===== src/rtl/kmeans_cluster_refine_macros.svh =====
// Assertion macros shared by the k-means refinement block.
// No dependencies; included by files that carry concurrent checks.
`ifndef KMEANS_CLUSTER_REFINE_MACROS_SVH
`define KMEANS_CLUSTER_REFINE_MACROS_SVH

// Same-cycle implication, sampled on i_clk, off during reset
`define KMCR_ASSERT_IMP(lbl, ante, cons, msg) \
    lbl: assert property (@(posedge i_clk) disable iff (!i_rst_n) (ante) |-> (cons)) \
        else $error(msg);

// Next-cycle implication, sampled on i_clk, off during reset
`define KMCR_ASSERT_NXT(lbl, ante, cons, msg) \
    lbl: assert property (@(posedge i_clk) disable iff (!i_rst_n) (ante) |=> (cons)) \
        else $error(msg);

`endif


===== src/rtl/kmcr_pkg.sv =====
// Shared types and sizing constants for the k-means refinement block.
// No dependencies; imported by every module of the block but kmcr_ram.
`default_nettype none

package kmcr_pkg;

    // Sizing
    localparam int MAX_POINTS   = 1024;
    localparam int MAX_CLUSTERS = 8;
    localparam int MAX_DIMS     = 8;
    localparam int COORD_WIDTH  = 32;

    localparam int PT_W    = $clog2(MAX_POINTS);
    localparam int CL_W    = $clog2(MAX_CLUSTERS);
    localparam int DM_W    = $clog2(MAX_DIMS);
    localparam int CNT_W   = PT_W + 1;
    localparam int SUM_W   = COORD_WIDTH + 16;
    localparam int DIF_W   = COORD_WIDTH + 1;
    localparam int PT_AW   = PT_W + DM_W;
    localparam int CT_AW   = CL_W + DM_W;
    localparam int NENT    = MAX_CLUSTERS * MAX_DIMS;
    localparam int NPTENT  = MAX_POINTS * MAX_DIMS;

    // Request codes on the command port
    typedef enum logic [1:0] {
        REQ_LDPT = 2'd0,
        REQ_LDCT = 2'd1,
        REQ_RUN  = 2'd2
    } t_req;

    // Classified commands held in the queue
    typedef enum logic [1:0] {
        CMD_LDPT,
        CMD_LDCT,
        CMD_RUN
    } t_cmd;

    typedef struct packed {
        t_cmd                    cmd;
        logic [PT_W-1:0]         idx;
        logic [DM_W-1:0]         dim;
        logic [COORD_WIDTH-1:0]  val;
    } t_qent;

    // Clamped configuration, as last indexes
    typedef struct packed {
        logic [PT_W-1:0]  n_last;
        logic [CL_W-1:0]  k_last;
        logic [DM_W-1:0]  d_last;
        logic [15:0]      max_it;
        logic [62:0]      eps;
    } t_cfg;

    // One result item
    typedef struct packed {
        logic         valid;
        logic [2:0]   cluster_index;
        logic [2:0]   coord_pos;
        logic [31:0]  centroid_coord;
        logic [15:0]  passes_done;
        logic         converged;
        logic         empty_cluster;
        logic         last;
    } t_res;

endpackage

`default_nettype wire


===== src/rtl/kmcr_front.sv =====
// Front end: takes command items, drops ignored ones, queues the rest.
// Depends on kmcr_pkg.
`default_nettype none

module kmcr_front import kmcr_pkg::*; (
    input  wire logic        i_clk,
    input  wire logic        i_rst_n,
    input  wire logic        i_start,
    output logic             o_busy,
    input  wire logic [1:0]  i_req_type,
    input  wire logic [9:0]  i_item_index,
    input  wire logic [2:0]  i_dim_index,
    input  wire logic [31:0] i_coord_value,
    output logic             o_q_valid,
    output t_qent            o_q_ent,
    input  wire logic        i_q_pop
);

    t_qent      r_ent [2];
    logic       r_wp, r_rp;
    logic [1:0] r_cnt;
    logic       keep;
    t_qent      ent;
    logic       push;

    // classify the item
    always_comb begin
        keep    = 1'b0;
        ent.cmd = CMD_RUN;
        ent.idx = PT_W'(i_item_index);
        ent.dim = DM_W'(i_dim_index);
        ent.val = COORD_WIDTH'(i_coord_value);
        unique case (i_req_type)
            REQ_LDPT: begin
                ent.cmd = CMD_LDPT;
                keep    = (int'(i_item_index) < MAX_POINTS) && (int'(i_dim_index) < MAX_DIMS);
            end
            REQ_LDCT: begin
                ent.cmd = CMD_LDCT;
                keep    = (int'(i_item_index) < MAX_CLUSTERS)
                       && (int'(i_dim_index) < MAX_DIMS);
            end
            REQ_RUN: begin
                ent.cmd = CMD_RUN;
                keep    = 1'b1;
            end
            default: keep = 1'b0;
        endcase
    end

    assign o_busy    = (r_cnt == 2'd2);
    assign push      = i_start && !o_busy && keep;
    assign o_q_valid = (r_cnt != 2'd0);
    assign o_q_ent   = r_ent[r_rp];

    // two-entry queue
    always_ff @(posedge i_clk) begin
        if (!i_rst_n) begin
            r_wp  <= 1'b0;
            r_rp  <= 1'b0;
            r_cnt <= 2'd0;
        end else begin
            if (push) begin
                r_ent[r_wp] <= ent;
                r_wp        <= !r_wp;
            end
            if (i_q_pop) begin
                r_rp <= !r_rp;
            end
            if (push && !i_q_pop) begin
                r_cnt <= r_cnt + 2'd1;
            end else if (!push && i_q_pop) begin
                r_cnt <= r_cnt - 2'd1;
            end
        end
    end

endmodule

`default_nettype wire


===== config.mk =====
export PLATFORM = sky130hd
export DESIGN_NAME = kmcr_front
export DESIGN_NICKNAME = d
export VERILOG_FILES = /design/src/rtl/kmeans_cluster_refine_macros.svh /design/src/rtl/kmcr_pkg.sv /design/src/rtl/kmcr_front.sv
export SDC_FILE = /design/constraint.sdc
export NUM_CORES = 1
export LEC_CHECK = 0
export BUFFER_PORTS_ARGS = -buffer_cell sky130_fd_sc_hd__buf_2
export CORE_UTILIZATION = 34
export CTS_CLUSTER_DIAMETER = 200
export DETAILED_ROUTE_END_ITERATION = 7
export SETUP_SLACK_MARGIN = 0.2
export SLEW_MARGIN = 15
export SYNTH_ARGS = -nofsm -noshare
export SYNTH_HDL_FRONTEND = slang
export SYNTH_SLANG_ARGS = --single-unit

===== constraint.sdc =====
create_clock -name i_clk -period 12 [get_ports i_clk]
set_input_delay 0.6 -clock i_clk [delete_from_list [all_inputs] [get_ports i_clk]]
set_output_delay 0.6 -clock i_clk [all_outputs]
set_load 0.05 [all_outputs]

==> metrics, run 1 <==
clock sink count=99; pin count of the biggest net entering global routing=48; vias in the first global route=1926; Worst Hold Launch=i_coord_value[29]; CTS tree=yes; Final Total Pwr=681 uW; Root Buffer=clkbuf_8; I/O pin count=100; Final min period=2.69 ns; Leakage=0.00163 uW; Critical Path RT=11.40 ns; area leader, netlist=edfxtp_1; GP Congestion=0.665; Avg Cell Area, Syn=20.7 sq um; Post-Synth XOR/XNOR Area=0.718%; Arrival @ worst endpoint=2.09 ns; hold crit path type=in2reg; detailed placer's ending HPWL=3850 um; Crit-path slowest cell=dfxtp_2; core box area=10400 sq um; gr usage total=11.3%; Site Rows=37; cts repair resizes=0; clk_skew=0.00475 ns; I/O Buffers=99; placed cell area=4310 sq um; largest cells by area after synthesis=edfxtp_1, mux2_2, dfxtp_1; DRC viols=0; RSZ-0062 raised after global routing=no; Syn-to-layout area delta=22.2%; Critical path buffers and inverters=2; Max Cap Viol=0; clock-pin transition on the worst setup and hold timing paths=0.08 ns; setup violators final=0; Clock Path Buffers=2; TritonCTS Buffers=9; type of the worst setup path=reg2out; r2r startpoint=r_cnt[1]$_SDFFE_PN0P_; die width=106 um; Synth Register Bits=99; Post-Synth Adder-Cell Area=0.342%; Synth Warn #=0; Avg WL per Cell=14.1 um; top cell type's share of synthesized area=77.2%; hold buffers post-CTS=0; complex-gate fraction of the synthesized area=0.889%; Final Instance Area=4470 sq um; Final Hold Vio Count=0; Setup TNS=0 ns; R2R Setup Slk=10.09 ns; hold slack=0.437 ns; worst-path cell chain=buf_4 > mux2_2 > buf_2; die area=11200 sq um; final wirelength=6000 um; Net Switching=184 uW; crit end category=primary output; starting density of the core=35.3%; multi-input gate area in the final layout=697 sq um; # diodes=0; post-synthesis mux area share=14.5%; first-pass detailed-route iteration total=4; Mapped Area=3660 sq um; routed vias=1892; 1st-iter DRT viols=37; Die Ht=106 um; Max H-tree Level=3; P_int=497 uW; Simple-Gate Fraction of Synth Area=2.33%; CP Max Fanout=27; Max IR drop VDD=59.9 uV; CP top delay family=flip-flops; status=complete, no violations; Critical Path Max Stage Delay=0.67 ns; clock share of power=25.9%; first-pass GRT wire length=9340 um; remaining global-route overflow=0; Syn Inst Count=177; setup bufs post-CTS=0; antenna viol nets, final=0; Final nets=336; Switching Fraction=27.0%; fin crit share=22.5%; CP Launch Type=flip-flop; WHS Endpoint=r_ent[0][29]$_DFFE_PP_; clock latency at the later pin of the worst-skew pair=0.34 ns; sequential power share=58.1%; share of layout cells above drive strength 1=57.4%; initial antenna violation count=0; fmax=371 MHz; Worst R2R Path Depth=4; Yosys cell types=24; pwr/cell area=152 nW/um^2; syn_nets=229; Critical R2R Capture=r_ent[1][2]$_DFFE_PP_; Logic pwr share=16.0%; fin. max-slew vios=0; Hold Crit Depth=1; Least-Margin Pin Slew=0.662 ns; largest family of logic cells by synthesized area=multiplexers; register area=2920 sq um; Rel. slew slack=55.8%; number of fillers in the final layout=978; Seq/Total Area, Yosys=79.9%; routed vias/inst=4.45
sequential cells by signal, indices dropped and copies added, names as in the netlist, named ones only:
name   flops
r_cnt      2
r_rp       1
r_wp       1
r_ent     94
metal layers:
metal	share of wire (%)	global-route usage, %	vias up
met5	0	0	-
met4	2.4	6.55	0
met3	4.9	3.03	10
met2	51	19.4	57
met1	42	12.6	920
li1	-	-	905
power groups by stage:
stage          registers, uW  logic, uW  clock network, uW
2_1_floorplan            401       85.0                  0
3_3_place_gp             403        109                  0
3_5_place_dp             404        110                  0
4_1_cts                  396        110                184
5_1_grt                  397        115                196
6_report                 395        109                177
stage by stage:
step / util [%] / cells / setup slack [ns]
5_1_grt: 43.1 / 425 / 9.14
6_report: 43.1 / 425 / 9.31
3_5_place_dp: 41.6 / 409 / 9.14
3_3_place_gp: 41.6 / 409 / 9.17
4_1_cts: 43.1 / 425 / 9.21
2_1_floorplan: - / 177 / 5.92
logic make-up (layout without fill, tap and decap cells):
group,count (synthesis),after routing
adders and majority gates,1,1
xor gates and xnor gates,3,3
and+or+nand+nor,14,14
muxes,47,47
buffers and inverters,8,120
DFF,99,99
AOI/OAI and AO/OA,5,5
how the worst max path moves through the flow:
stage	start	endpoint	slack [ns]	cells after the start
after global placement	i_req_type[1]	r_ent[1][27]$_DFFE_PP_	9.17	5
after CTS	flip-flop	o_q_ent[35]	9.21	3
after floorplan	i_req_type[1]	r_ent[0][0]$_DFFE_PP_	5.92	3
after detailed placement	i_req_type[1]	r_ent[1][26]$_DFFE_PP_	9.14	5
after global routing	flip-flop	o_q_ent[35]	9.14	3
final	flip-flop	o_q_ent[35]	9.31	3
Yosys cell counts, drive strengths merged:
cell         instances
a21boi               1
a21oi                1
and2b                1
and3                 1
buf                  5
dfxtp                5
dlygate4sd3          1
edfxtp              94
ha                   1
inv                  2
mux2                47
nand2b               1
nor2                 4
nor2b                1
nor3                 1
nor4                 3
o21a                 2
o21ai                1
or2                  1
or3                  1
xnor2                1
xor2                 2
area by class of cell:
class | count | share of cell area (%)
Clock buffer | 12 | 3.02
Clock inverter | 4 | 0.392
Inverter | 2 | 0.168
Multi-Input combinational cell | 70 | 15.6
Sequential cell | 99 | 65.4
Tap cell | 136 | 3.81
Timing Repair Buffer | 102 | 11.6
placed cells by master (no fill, tap or decap), drive strengths merged:
cell	instances
nor4	3
clkinv	4
clkbuf	12
inv	2
dfxtp	5
edfxtp	94
ha	1
nand2b	1
buf	102
nor2b	1
and2b	1
nor2	4
or2	1
or3	1
mux2	47
xnor2	1
xor2	2
a21boi	1
a21oi	1
nor3	1
o21ai	1
o21a	2
and3	1
worst register-to-register path, cell delays in order, from the launching register on:
cell and delay, ns:
dfxtp_1 0.34, nor2b_1 0.15, nand2b_1 0.22, nor2_1 0.16
and3_4 0.64
No activity file was read; power rests on OpenSTA's default activity.
==> inputs of run 2 (changes only) <==
--- a/config.mk
+++ b/config.mk
@@ -5,6 +5,7 @@
 export SDC_FILE = /design/constraint.sdc
 export NUM_CORES = 1
 export LEC_CHECK = 0
+export ABC_AREA = 1
 export BUFFER_PORTS_ARGS = -buffer_cell sky130_fd_sc_hd__buf_2
 export CORE_UTILIZATION = 34
 export CTS_CLUSTER_DIAMETER = 200
==> constraint.sdc (replaced) <==
create_clock -name i_clk -period 2.3 [get_ports i_clk]
set_input_delay 0.115 -clock i_clk [delete_from_list [all_inputs] [get_ports i_clk]]
set_output_delay 0.115 -clock i_clk [all_outputs]
set_load 0.05 [all_outputs]
==> metrics, run 2 <==
clock sink count=99; Most Frequent Cell on Critical Path=nor2_1; type of the worst setup path=in2reg; Setup TNS=0 ns; Synth Register Bits=99; DRC viols=0; initial antenna violation count=0; share of layout cells above drive strength 1=48.2%; Least-Margin Pin Slew=0.428 ns; Critical R2R Capture=r_cnt[1]$_SDFFE_PN0P_; most frequent cells in the layout=buf_2, edfxtp_1, dlygate4sd3_1; Final min period=1.95 ns; Critical Path Max Stage Delay=0.54 ns; worst-path cell chain=dlygate4sd3_1 > buf_2 > nor2_1 > nand2_1 > o21ai_0 > nand2_1 > inv_1 > ha_1 > a21oi_1 > o21ai_0 > nor2_1 > nor2_1; setup violators final=0; Yosys cell types=15; count leader, synth=edfxtp_1; first-pass detailed-route iteration total=4; CP top delay family=buffers and inverters; R2R Setup Slk=0.67 ns; Hold Crit Depth=3; Crit-path slowest cell=dlygate4sd3_1; crit end category=flip-flop; hold crit path type=in2reg; pwr/cell area=768 nW/um^2; vias in the first global route=2135; antenna viol nets, final=0; status=complete, no violations; Leakage=0.00204 uW; Max H-tree Level=3; I/O pin count=100; RSZ-0062 raised after global routing=no; first-pass GRT wire length=9980 um; clock latency at the later pin of the worst-skew pair=0.35 ns; Max Cap Viol=0; Root Buffer=clkbuf_8; pin count of the biggest net entering global routing=25; Synth top cells by count=edfxtp_1, mux2_4, mux2_2, nor2_1; Clock Path Buffers=2; cts repair resizes=0; Final Hold Vio Count=0; Final Instance Area=5160 sq um; I/O Buffers=99; Mapped Area=3790 sq um; gr usage total=11.8%; routed vias=2082; fin util=47.6%; Syn Inst Count=191; Avg Cell Area, Syn=19.8 sq um; starting density of the core=34.9%; Worst R2R Path Depth=10; CTS tree=yes; top_reg_cell synth=edfxtp_1; Syn-to-layout area delta=36.3%; GP Congestion=0.675; final wirelength=6500 um; CP Launch Type=primary input; Most flops, register=r_ent; Avg WL per Cell=13.2 um; number of fillers in the final layout=930; fin crit share=84.6%; clk_skew=0.00776 ns; Worst Hold Launch=i_q_pop; TritonCTS Buffers=9; area leader, netlist=edfxtp_1; Die Ht=108 um; Site Rows=38; die width=108 um; remaining global-route overflow=0; commonest non-fill, non-tap cell in the layout=buf_2; Rel. slew slack=71.5%; detailed placer's ending HPWL=4080 um; Critical path buffers and inverters=3; hold slack=0.0363 ns; Largest regs=r_ent: 94 flops, r_cnt: 2 flops; max FFs per register=94; syn_nets=243; Arrival @ worst endpoint=2.20 ns; largest cells by area after synthesis=edfxtp_1, mux2_4, mux2_2; placed cell area=4460 sq um; Critical Path RT=2.56 ns; core box area=10800 sq um; CP Max Fanout=3; 1st-iter DRT viols=56; routed vias/inst=4.22; Max IR drop VDD=289 uV; fin. max-slew vios=0; die area=11600 sq um; Seq/Total Area, Yosys=77.2%; clock-pin transition on the worst setup and hold timing paths=0.09 ns; number of synthesized flops with an enable pin=94; Synth Warn #=0; FFs w/ async S/R, synth=0%; # diodes=0; fmax=514 MHz; Final nets=400; top cell type's share of synthesized area=74.6%; r2r startpoint=r_cnt[1]$_SDFFE_PN0P_
-- run 2: cell types whose count changed after synthesis, sizes merged, moves of 2 or more --
cell	delta
o21ai	+2
nor2	+9
o21a	-2
nor4	-3
nand2	+9
inv	+7
xor2	-2
-- run 2: worst register-to-register path: stages (launching register included) --
cell and delay [ns]:
dfxtp_1 0.31, inv_1 0.07, nor2_2 0.11, nor2_1 0.06, nand2_1 0.15, inv_1 0.07
ha_1 0.30, a21oi_1 0.13, o21ai_0 0.13, nor2_1 0.12, nor2_1 0.05
-- run 2: final cells by class --
| cell class | count | area [sq um] | share of cell area [%] |
|---|---|---|---|
| clock buffers | 10 | 128 | 2.47 |
| clock inverters | 6 | 104 | 2.01 |
| inverters | 9 | 33.8 | 0.655 |
| multi-input cells | 77 | 786 | 15.2 |
| flip-flops and latches | 99 | 2920 | 56.7 |
| well taps | 140 | 175 | 3.39 |
| repair buffers | 152 | 1010 | 19.6 |
-- run 2: metrics by stage --
step,setup WS (ns),instances,total power [uW]
after detailed placement,0.521,430,2690
final,0.354,493,3970
after CTS,0.349,493,4020
after global routing,0.250,493,4120
after global placement,0.679,430,2680
after floorplan,0.207,191,2550
-- run 2: what timing repair did --
item | 4_1_cts | 5_1_grt
hold buffers | 47 | 0
buffers inserted | 0 | 0
hold endpoints to repair | 93 | 0
-- run 2: cells by family after synthesis --
family | after synthesis | share of synthesized area (%)
buffers and inverters | 15 | 2.31
and+or+nand+nor | 23 | 2.31
adders and majority gates | 1 | 0.330
AOI/OAI and AO/OA | 5 | 0.661
xor gates and xnor gates | 1 | 0.231
muxes | 47 | 17.0
DFF | 99 | 77.2
-- run 2: routing by layer --
layer	global-route usage (%)	routed length, um
met1	14.1	2810
met2	18.9	3210
met3	2.91	349
met4	7.93	133
met5	0	0
-- run 2: worst max-delay path by stage --
| stage | startpoint | end | slack [ns] | cells after the start |
|---|---|---|---|---|
| after floorplan | r_cnt[1]$_SDFFE_PN0P_ | r_ent[0][0]$_DFFE_PP_ | 0.21 | 5 |
| after global routing | i_item_index[9] | r_cnt[1]$_SDFFE_PN0P_ | 0.25 | 12 |
| after CTS | i_item_index[5] | r_cnt[1]$_SDFFE_PN0P_ | 0.35 | 12 |
| final | i_item_index[6] | r_cnt[1]$_SDFFE_PN0P_ | 0.35 | 12 |
| after detailed placement | i_item_index[5] | r_cnt[1]$_SDFFE_PN0P_ | 0.52 | 11 |
| after global placement | i_item_index[5] | r_ent[1][2]$_DFFE_PP_ | 0.68 | 7 |
-- run 2: power by group --
group	internal, uW	switching, uW
Clock	715	551
Combinational	245	415
Sequential	2030	12.5
Total	2990	979
==> inputs of run 3 (changes only) <==
==> constraint.sdc (replaced) <==
create_clock -name i_clk -period 1.9 [get_ports i_clk]
set_input_delay 0.095 -clock i_clk [delete_from_list [all_inputs] [get_ports i_clk]]
set_output_delay 0.095 -clock i_clk [all_outputs]
set_load 0.05 [all_outputs]
==> metrics, run 3 (synthesized netlist as in run 2, its figures left out) <==
initial antenna violation count=0; clock sink count=99; Placed Cells=431; Arrival @ worst endpoint=1.52 ns; Most flops, register=r_ent; fmax=618 MHz; P_int=3380 uW; pin count of the biggest net entering global routing=27; gr usage total=12.5%; type of the worst setup path=reg2out; clk_skew=0.00683 ns; Root Buffer=clkbuf_8; fin util=48.4%; fin. max-slew vios=0; die width=108 um; remaining global-route overflow=0; CTS tree=yes; routed vias/inst=4.30; status=complete, no violations; M1 WL=3000 um; Final min period=1.62 ns; starting density of the core=34.9%; pre-CTS setup slack=0.164 ns; Least-Margin Pin Slew=0.390 ns; first-pass detailed-route iteration total=4; final wirelength=6780 um; max FFs per register=94; Rel. slew slack=73.7%; clock latency at the later pin of the worst-skew pair=0.36 ns; pwr/cell area=876 nW/um^2; Top Layer Used=met4; crit end category=primary output; first-pass GRT wire length=10700 um; # diodes=0; most frequent cells in the layout=buf_2, edfxtp_1, dlygate4sd3_1; worst-path cell chain=buf_6 > mux2_2 > buf_2; RSZ-0062 raised after global routing=yes; CP top delay family=flip-flops; DRC viols=0; Largest regs=r_ent: 94 flops, r_cnt: 2 flops; core box area=10800 sq um; Max Cap Viol=0; vias in the first global route=2215; fin crit share=85.2%; worst setup margin=0.281 ns; GP Congestion=0.672; Critical Path RT=1.80 ns; CP Max Fanout=10; Final Non-Filler Cells=498; Switching Fraction=26.5%; Syn-to-layout area delta=38.6%; Leakage=0.00205 uW; number of fillers in the final layout=954; clock-pin transition on the worst setup and hold timing paths=0.09 ns; Crit-path slowest cell=dfxtp_4; DR WL met3=411 um; Final nets=405; clock share of power=27.9%; hold slack=0.0621 ns; routed vias=2143; multi-input gate area in the final layout=801 sq um; die area=11600 sq um; Net Switching=1220 uW; Final Hold Vio Count=0; Max H-tree Level=3; TritonCTS Buffers=9; commonest non-fill, non-tap cell in the layout=buf_2; setup violators final=0; CP Launch Type=flip-flop; Critical Path Max Stage Delay=0.42 ns; Logic pwr share=18.2%; I/O pin count=100; Avg WL per Cell=13.6 um; 1st-iter DRT viols=54; hold crit path type=in2reg; Clock Path Buffers=2; Site Rows=38; Max IR drop VDD=354 uV; I/O Buffers=99; detailed placer's ending HPWL=4310 um; Setup TNS=0 ns; register area=2930 sq um; antenna viol nets, final=0; metal2 WL=3270 um; Die Ht=108 um; Critical path buffers and inverters=2; share of layout cells above drive strength 1=50.0%; sequential power share=53.9%
run 3: repair_timing:
item / in CTS / in global routing
resized for setup: 1 / 1
hold endpoints to repair: 95 / 0
buffers inserted: 3 / 0
hold buffers: 48 / 0
endpoints found under the setup margin: 30 / 2
run 3: power groups by stage:
stage,Combinational [uW],Clock (uW),Sequential (uW)
2_1_floorplan,572,0,2520
3_3_place_gp,732,0,2540
3_5_place_dp,738,0,2540
4_1_cts,845,1350,2480
5_1_grt,884,1430,2480
6_report,836,1280,2470
run 3: layout make-up:
class | instances | area share, %
Clock buffer | 10 | 2.43
Clock inverter | 6 | 1.07
Inverter | 9 | 0.715
Multi-Input combinational cell | 77 | 15.3
Sequential cell | 99 | 55.8
Tap cell | 140 | 3.34
Timing Repair Buffer | 157 | 21.4
run 3: stage by stage:
stage	power (uW)	instance area, sq um
6_report	4590	5250
5_1_grt	4800	5250
4_1_cts	4670	5240
3_5_place_dp	3280	4550
3_3_place_gp	3270	4550
2_1_floorplan	3090	3810
run 3: worst paths after layout:
path	from	end	slack, ns	cells past startpoint
worst max-delay path	flip-flop	o_q_ent[15]	0.28	3
worst min-delay path	i_req_type[1]	r_ent[1][45]$_DFFE_PP_	0.06	2
worst max register to register	r_cnt[1]$_SDFFE_PN0P_	r_cnt[1]$_SDFFE_PN0P_	0.36	11
worst min register to register	r_rp$_SDFFE_PN0P_	flip-flop	0.53	2
run 3: routing by layer:
| layer | global-route usage (%) | up-vias |
|---|---|---|
| met3 | 4.18 | 10 |
| met5 | 0 | - |
| met4 | 5.38 | 0 |
| met1 | 15.2 | 1026 |
| li1 | - | 1042 |
| met2 | 20.1 | 65 |
